`config.mk`:
```
export PLATFORM = sky130hd
export DESIGN_NAME = bfv_lane
export DESIGN_NICKNAME = d
export VERILOG_FILES = /design/src/bfv_pkg.sv /design/src/bfv_lane.sv
export SDC_FILE = /design/constraint.sdc
export NUM_CORES = 2
export LEC_CHECK = 0
export BUFFER_PORTS_ARGS = -buffer_cell sky130_fd_sc_hd__buf_4
export CORE_MARGIN = 5
export CORE_UTILIZATION = 25
export CTS_CLUSTER_SIZE = 25
export DETAILED_ROUTE_END_ITERATION = 10
export PLACE_DENSITY = 0.43
export SYNTH_ARGS = -nofsm -noshare
export SYNTH_HDL_FRONTEND = slang
export SYNTH_SLANG_ARGS = --single-unit
```
`constraint.sdc`:
```
create_clock -name aclk -period 5.25 [get_ports aclk]
set_input_delay 0.525 -clock aclk [delete_from_list [all_inputs] [get_ports aclk]]
set_output_delay 0.525 -clock aclk [all_outputs]
set_load 0.02 [all_outputs]
```
`src/bfv_pkg.sv`:
```
// bfv_pkg: shared widths, types and constants of the box visibility block
// used by bfv_products, bfv_lane and box_frustum_visibility; no dependencies
package bfv_pkg;

    // field and register widths
    localparam int COORD_WIDTH  = 32;
    localparam int MATRIX_WIDTH = 16;
    localparam int CORNER_COUNT = 8;
    localparam int COORD_FRAC   = 16;
    localparam int CFG_WIDTH    = 32;
    localparam int REG_COUNT    = 6;
    localparam int REG_IDX_W    = $clog2(REG_COUNT);
    localparam int CORNER_SEL_W = $clog2(CORNER_COUNT);

    // matrix rows held (x, y, w) and box axes
    localparam int ROW_COUNT  = 3;
    localparam int AXIS_COUNT = 3;
    localparam int ROW_X      = 0;
    localparam int ROW_Y      = 1;
    localparam int ROW_W      = 2;
    localparam int AXIS_X     = 0;
    localparam int AXIS_Y     = 1;
    localparam int AXIS_Z     = 2;

    // product and accumulator widths, exact for three products plus the offset
    localparam int PROD_W = COORD_WIDTH + MATRIX_WIDTH;
    localparam int ACC_W  = PROD_W + 2;

    // register map
    typedef enum logic [REG_IDX_W-1:0] {
        REG_ROW_X_01 = REG_IDX_W'(0),
        REG_ROW_X_23 = REG_IDX_W'(1),
        REG_ROW_Y_01 = REG_IDX_W'(2),
        REG_ROW_Y_23 = REG_IDX_W'(3),
        REG_ROW_W_01 = REG_IDX_W'(4),
        REG_ROW_W_23 = REG_IDX_W'(5)
    } reg_index_t;

    // reset values: identity in x, y and w
    localparam logic [CFG_WIDTH-1:0] RST_ROW_X_01 = 32'h0000_1000;
    localparam logic [CFG_WIDTH-1:0] RST_ROW_X_23 = 32'h0000_0000;
    localparam logic [CFG_WIDTH-1:0] RST_ROW_Y_01 = 32'h1000_0000;
    localparam logic [CFG_WIDTH-1:0] RST_ROW_Y_23 = 32'h0000_0000;
    localparam logic [CFG_WIDTH-1:0] RST_ROW_W_01 = 32'h0000_0000;
    localparam logic [CFG_WIDTH-1:0] RST_ROW_W_23 = 32'h1000_0000;

    typedef logic signed [COORD_WIDTH-1:0]  coord_t;
    typedef logic signed [MATRIX_WIDTH-1:0] matrix_t;
    typedef logic signed [PROD_W-1:0]       prod_t;
    typedef logic signed [ACC_W-1:0]        acc_t;
    typedef logic [ACC_W-1:0]               mag_t;
    typedef logic [CORNER_SEL_W-1:0]        corner_t;

    typedef logic [REG_COUNT-1:0][CFG_WIDTH-1:0]            cfg_bank_t;
    typedef logic [AXIS_COUNT-1:0][COORD_WIDTH-1:0]         coord_vec_t;
    typedef logic [ROW_COUNT-1:0][AXIS_COUNT-1:0][1:0][PROD_W-1:0] prod_set_t;
    typedef logic [ROW_COUNT-1:0][ACC_W-1:0]                offset_set_t;

    // stage enables for the lanes
    typedef struct packed {
        logic s2;
        logic s3;
        logic s4;
        logic s5;
    } pipe_en_t;

    // matrix entry: low or high half of a 32-bit register
    function automatic matrix_t get_entry(input logic [CFG_WIDTH-1:0] r, input logic hi);
        logic [CFG_WIDTH-1:0] v;
        v = hi ? (r >> MATRIX_WIDTH) : r;
        return matrix_t'(v[MATRIX_WIDTH-1:0]);
    endfunction

    // sign extend a product to accumulator width
    function automatic acc_t ext_prod(input logic [PROD_W-1:0] p);
        return acc_t'({{(ACC_W-PROD_W){p[PROD_W-1]}}, p});
    endfunction

endpackage

```
`src/bfv_lane.sv`:
```
// bfv_lane: one corner lane, dot-product sums, magnitudes and clip compare
// depends on bfv_pkg; fed by bfv_products, merged in box_frustum_visibility
module bfv_lane
    import bfv_pkg::*;
(
    input  logic        aclk,
    input  pipe_en_t    en,
    input  corner_t     corner,
    input  prod_set_t   prods,
    input  offset_set_t offsets,
    output logic        in_clip
);

    acc_t [ROW_COUNT-1:0] sum_a_reg;
    acc_t [ROW_COUNT-1:0] sum_b_reg;
    acc_t [ROW_COUNT-1:0] sum_reg;
    mag_t [ROW_COUNT-1:0] mag_reg;
    logic                 in_clip_reg;

    // per-row sums and magnitudes
    for (genvar r = 0; r < ROW_COUNT; r++) begin : g_row
        acc_t px;
        acc_t py;
        acc_t pz;
        assign px = ext_prod(prods[r][AXIS_X][corner[0]]);
        assign py = ext_prod(prods[r][AXIS_Y][corner[1]]);
        assign pz = ext_prod(prods[r][AXIS_Z][corner[2]]);

        always_ff @(posedge aclk) begin
            // pairwise add
            if (en.s2) begin
                sum_a_reg[r] <= px + py;
                sum_b_reg[r] <= pz + $signed(offsets[r]);
            end
            // final add
            if (en.s3) begin
                sum_reg[r] <= sum_a_reg[r] + sum_b_reg[r];
            end
            // absolute value
            if (en.s4) begin
                mag_reg[r] <= sum_reg[r][ACC_W-1] ? mag_t'(-sum_reg[r]) : mag_t'(sum_reg[r]);
            end
        end
    end

    // clip compare, zero w is outside
    always_ff @(posedge aclk) begin
        if (en.s5) begin
            in_clip_reg <= (mag_reg[ROW_W] != '0)
                        && (mag_reg[ROW_X] <= mag_reg[ROW_W])
                        && (mag_reg[ROW_Y] <= mag_reg[ROW_W]);
        end
    end

    assign in_clip = in_clip_reg;

endmodule

```
Word-level counts from Yosys, hierarchy flattened --
Index checks and enable logic that the tools add are counted.
Word-level totals: bits of input ports 1022, output and inout bits 1, flip-flop bits (word level) 601, logic and storage cells 57
Operators by class: multiplexer cells 21, order comparisons 5, add/sub/neg operators 12, reductions and logical operators 3
Operators by type and width (number):
- 2-to-1 mux 48 bit | 18
- adder 48 x 50 -> 50 bit | 3
- adder 50 bit | 3
- negation 50 bit | 3
- adder 48 x 48 -> 49 bit | 3
- 2-to-1 mux 49 bit | 3
- <= comparator 50 bit | 2
- nonzero test 50 bit | 1
- < comparator 1 x 2 -> 1 bit, second input constant | 3
- logical AND 1 bit | 2

Logic depth before layout (Yosys ltp) --
word-level depth 3, gate-level depth with buffers 18, depth with buffers taken out 15

Worst setup path before layout --
Ideal clock, no wire load.
path kind input to register, from in corner[1], to reg sum_a_reg[96] in the netlist's numbering, data pin, setup slack 187 ps, required time 4987 ps, stages on the path 17, arrival 4800 ps, path buffers 3, cell sequence clkbuf_1 > clkbuf_1 > clkbuf_1 > mux2_2 > ha_1 > fa_1 > a211oi_1 > o21ai_0 > a31oi_1 > o21ai_0 > o41ai_1 > nor4_1 > o21ai_0 > or3_1 > o21ai_0 > a311oi_1 > xnor2_1
On the way: word-level cells in the longest chain between the ends 3
Ends and longest elaborated chain:
- start, declared | RTL line bfv_lane.sv:8 | input corner_t corner,
- 2-to-1 mux 48 bit (not written as such) (2 in a row) | RTL line bfv_lane.sv:26 | assign py = ext_prod(prods[r][AXIS_Y][corner[1]]);
- adder 48 x 48 -> 49 bit | RTL line bfv_lane.sv:32 | sum_a_reg[r] <= px + py;
- end signal, assigned by index | RTL line bfv_lane.sv:32
- end, declared | RTL line bfv_lane.sv:14 | acc_t [ROW_COUNT-1:0] sum_a_reg;
No other way between the ends. The select of a mux whose other input is x is not followed. A chain may end at the register's enable or synchronous reset.

Final worst setup path --
from in corner[2], to reg sum_b_reg[96] in the netlist's numbering, data pin
On the way: word-level cells in the longest chain between the ends 3
Ends and longest elaborated chain:
- 2-to-1 mux 48 bit (not written as such) (2 in a row) | RTL line bfv_lane.sv:27 | assign pz = ext_prod(prods[r][AXIS_Z][corner[2]]);
- adder 48 x 50 -> 50 bit | RTL line bfv_lane.sv:33 | sum_b_reg[r] <= pz + $signed(offsets[r]);
- end signal, assigned by index | RTL line bfv_lane.sv:33
- end, declared | RTL line bfv_lane.sv:15 | acc_t [ROW_COUNT-1:0] sum_b_reg;
No other way between the ends. The select of a mux whose other input is x is not followed.

==> flow_summary.json <==
{
  "cts_sinks": 598,
  "antenna_found_initial": 34,
  "tns_ns": 0,
  "seqPwrFrac": 0.348,
  "postCtsSetupBuffers": 0,
  "grt_pass1_wl_microns": 274000,
  "cts.htree.levels": 3,
  "synth_edf_count": 598,
  "die-area_sq_um": 213000,
  "drive_gt1_frac": 0.280,
  "synth_fp_nets": 6614,
  "post-synth-top-area-cell": "edfxtp_1",
  "finalHoldViolCount": 0,
  "via_per_inst": 4.83,
  "wl_per_cell_microns": 21.5,
  "design_area_sq_um": 64900,
  "p_int_mw": 16.0,
  "drv_slew": 0,
  "ys.flop_type": "edfxtp_1",
  "avgSynthCellArea_sq_um": 10.1,
  "drt_pre_antenna_iters": 5,
  "root_buffer": "clkbuf_16",
  "synthCells": 5042,
  "num_vias": 42900,
  "coreArea_sq_um": 202000,
  "power_leakage_nw": 27.5,
  "switchingPower_mw": 9.86,
  "worst_slew_pin_slew_ns": 1.14,
  "synth_area_sq_um": 50900,
  "synth_top_area_share": 0.353,
  "met1_usage": 0.211,
  "synthTopCellsByArea": "edfxtp_1 (35%), ha_1 (13%), mux2_2 (9.5%)",
  "dp_hpwl_microns": 160000,
  "use_met3": 0.0336,
  "first_iter_violations": 2028,
  "clk_pin_slew_ns": 0.06,
  "drtAntennaViolNets": 0,
  "cts-buffers-inserted": 79,
  "status": "completed",
  "use_met2": 0.297,
  "period_minus_slack_ns": 4.56,
  "portBuffers": 1022,
  "dieWidth_microns": 461,
  "drc": 0,
  "final_util": 0.321,
  "power.density_nw_per_um2": 398,
  "row_count": 165,
  "initial_core_util": 0.251,
  "maxSlewHeadroom": 0.240,
  "crit_path_max_fanout": 45,
  "place_area_sq_um": 62500,
  "grt-busiest-layer": "met2",
  "critical_path_class": "in -> reg",
  "vdd.ir_drop.worst_v": 0.000269,
  "clock_latency_ns": 0.67,
  "async_flop_share": 0,
  "cp.required_ns": 5.66,
  "final_nets": 7710,
  "cts_tree": "yes",
  "ioPinCount": 1023,
  "yosys_warnings": 0,
  "timing.final.crit_share": 0.868,
  "hold_path_class": "in -> reg",
  "grt_max_degree": 151,
  "fin_skew_ns": 0.0337,
  "yosys.cell_types.count": 80,
  "power_frac_comb": 0.451,
  "drv_cap": 0,
  "cp-start-kind": "input pin",
  "grt_pass1_vias": 43900,
  "area_delta_synth_final_pct": 27.7,
  "routed_wirelength_microns": 191000,
  "globalplace.congestion": 0.904,
  "fillCellCount": 21100,
  "ys_seq_area_frac": 0.353,
  "end_kind": "flip-flop",
  "swShare": 0.381,
  "grtUsageTotal": 0.170,
  "postCtsHoldBufs": 1,
  "cts_resized": 0,
  "die_y_microns": 461,
  "synth-seq-cells": 598,
  "rsz0062_at_grt": "false",
  "finalSetupViolCount": 0,
  "max_freq_mhz": 219,
  "clkPwrFrac": 0.200,
  "clock_path_buffers": 3,
  "grt-ovfl-total": 0,
  "critPathArrivalTime_ns": 4.96
}
worst paths after layout:
path / from / slack [ns] / cells after the start / to
setup / recovery: corner[2] / 0.69 / 20 / sum_b_reg[96]
hold / removal: offsets[0] / 0.18 / 2 / sum_b_reg[0]
setup reg to reg: sum_b_reg[0] / 0.82 / 13 / sum_reg[48]
hold reg to reg: sum_a_reg[50] / 0.54 / 1 / sum_reg[50]
critical path, stage by stage:
cell and delay, ns:
clkbuf_8 0.23, buf_12 0.25, mux2_2 0.27, ha_1 0.17, inv_1 0.06, fa_1 0.42
nor2b_1 0.19, o21ai_0 0.12, buf_4 0.19, a21oi_1 0.26, o211ai_1 0.17, a21oi_1 0.40
nor2_1 0.11, buf_4 0.17, o21ai_0 0.48, a21oi_1 0.15, buf_4 0.17, buf_4 0.14
o21ai_0 0.18, xor2_1 0.09
cell type report:
| cell class | instances | area, sq um | area share |
|---|---|---|---|
| multi-input cells | 4126 | 31700 | 0.488 |
| flip-flops and latches | 598 | 18000 | 0.276 |
| repair buffers | 1156 | 8830 | 0.136 |
| well taps | 2672 | 3340 | 0.0515 |
| clock buffers | 97 | 2070 | 0.0318 |
| inverters | 177 | 664 | 0.0102 |
| clock inverters | 41 | 354 | 0.00545 |
| diodes | 13 | 32.5 | 0.000501 |
through the flow:
| step | std cells | hold slack (ns) | worst slack, ns | total power, mW |
|---|---|---|---|---|
| 3_3_place_gp | 8728 | 0.534 | 0.0569 | 20.8 |
| 5_1_grt | 8877 | 0.138 | 0.254 | 27.8 |
| 6_report | 8880 | 0.182 | 0.694 | 25.9 |
| 4_1_cts | 8867 | 0.123 | 0.591 | 26.3 |
| 2_1_floorplan | 5042 | 0.477 | 0.187 | 16.4 |
| 3_5_place_dp | 8728 | 0.532 | -0.0287 | 20.9 |
synth_stat cells, types with 44 or more instances:
cell	instances
nor2_1	197
nand4_1	86
a31oi_1	51
a21o_1	298
nor3_1	44
nor2b_1	69
o21ai_0	317
nand3_1	92
edfxtp_1	598
ha_1	541
o21a_1	50
nand2b_1	75
xnor2_1	391
a21oi_1	448
o21bai_1	64
nand2_1	311
clkbuf_1	137
xor2_1	159
o31ai_1	61
inv_1	177
mux2_2	428
cells in the final DEF (no fill, tap or decap), types with 177 or more instances in the layout:
cell	count
ha_1	541
nand2_1	311
inv_1	177
buf_4	1140
a21oi_1	448
o21ai_0	317
nor2_1	197
edfxtp_1	598
mux2_2	428
a21o_1	298
xnor2_1	391
cell families after synthesis:
family / count (synthesis) / synth area share
muxes: 433 / 0.0958
AOI/OAI and AO/OA: 1506 / 0.188
and+or+nand+nor: 1086 / 0.108
xor gates and xnor gates: 551 / 0.0952
DFF: 598 / 0.353
buffers and inverters: 318 / 0.0235
adders and majority gates: 550 / 0.137
power by group through the flow:
| stage | Sequential (mW) | Combinational, mW | Clock, mW |
|---|---|---|---|
| 3_5_place_dp | 9.09 | 11.8 | 0 |
| 5_1_grt | 9.18 | 13.0 | 5.59 |
| 3_3_place_gp | 9.11 | 11.7 | 0 |
| 2_1_floorplan | 8.42 | 7.99 | 0 |
| 4_1_cts | 9.04 | 11.9 | 5.40 |
| 6_report | 9.01 | 11.7 | 5.18 |
routing by layer:
layer | up-vias | wire (microns)
met3 | 233 | 9560
met1 | 20300 | 81100
met4 | 28 | 5630
li1 | 21300 | -
met2 | 1005 | 94200
met5 | - | 194
(Power assumes the default switching activity.)
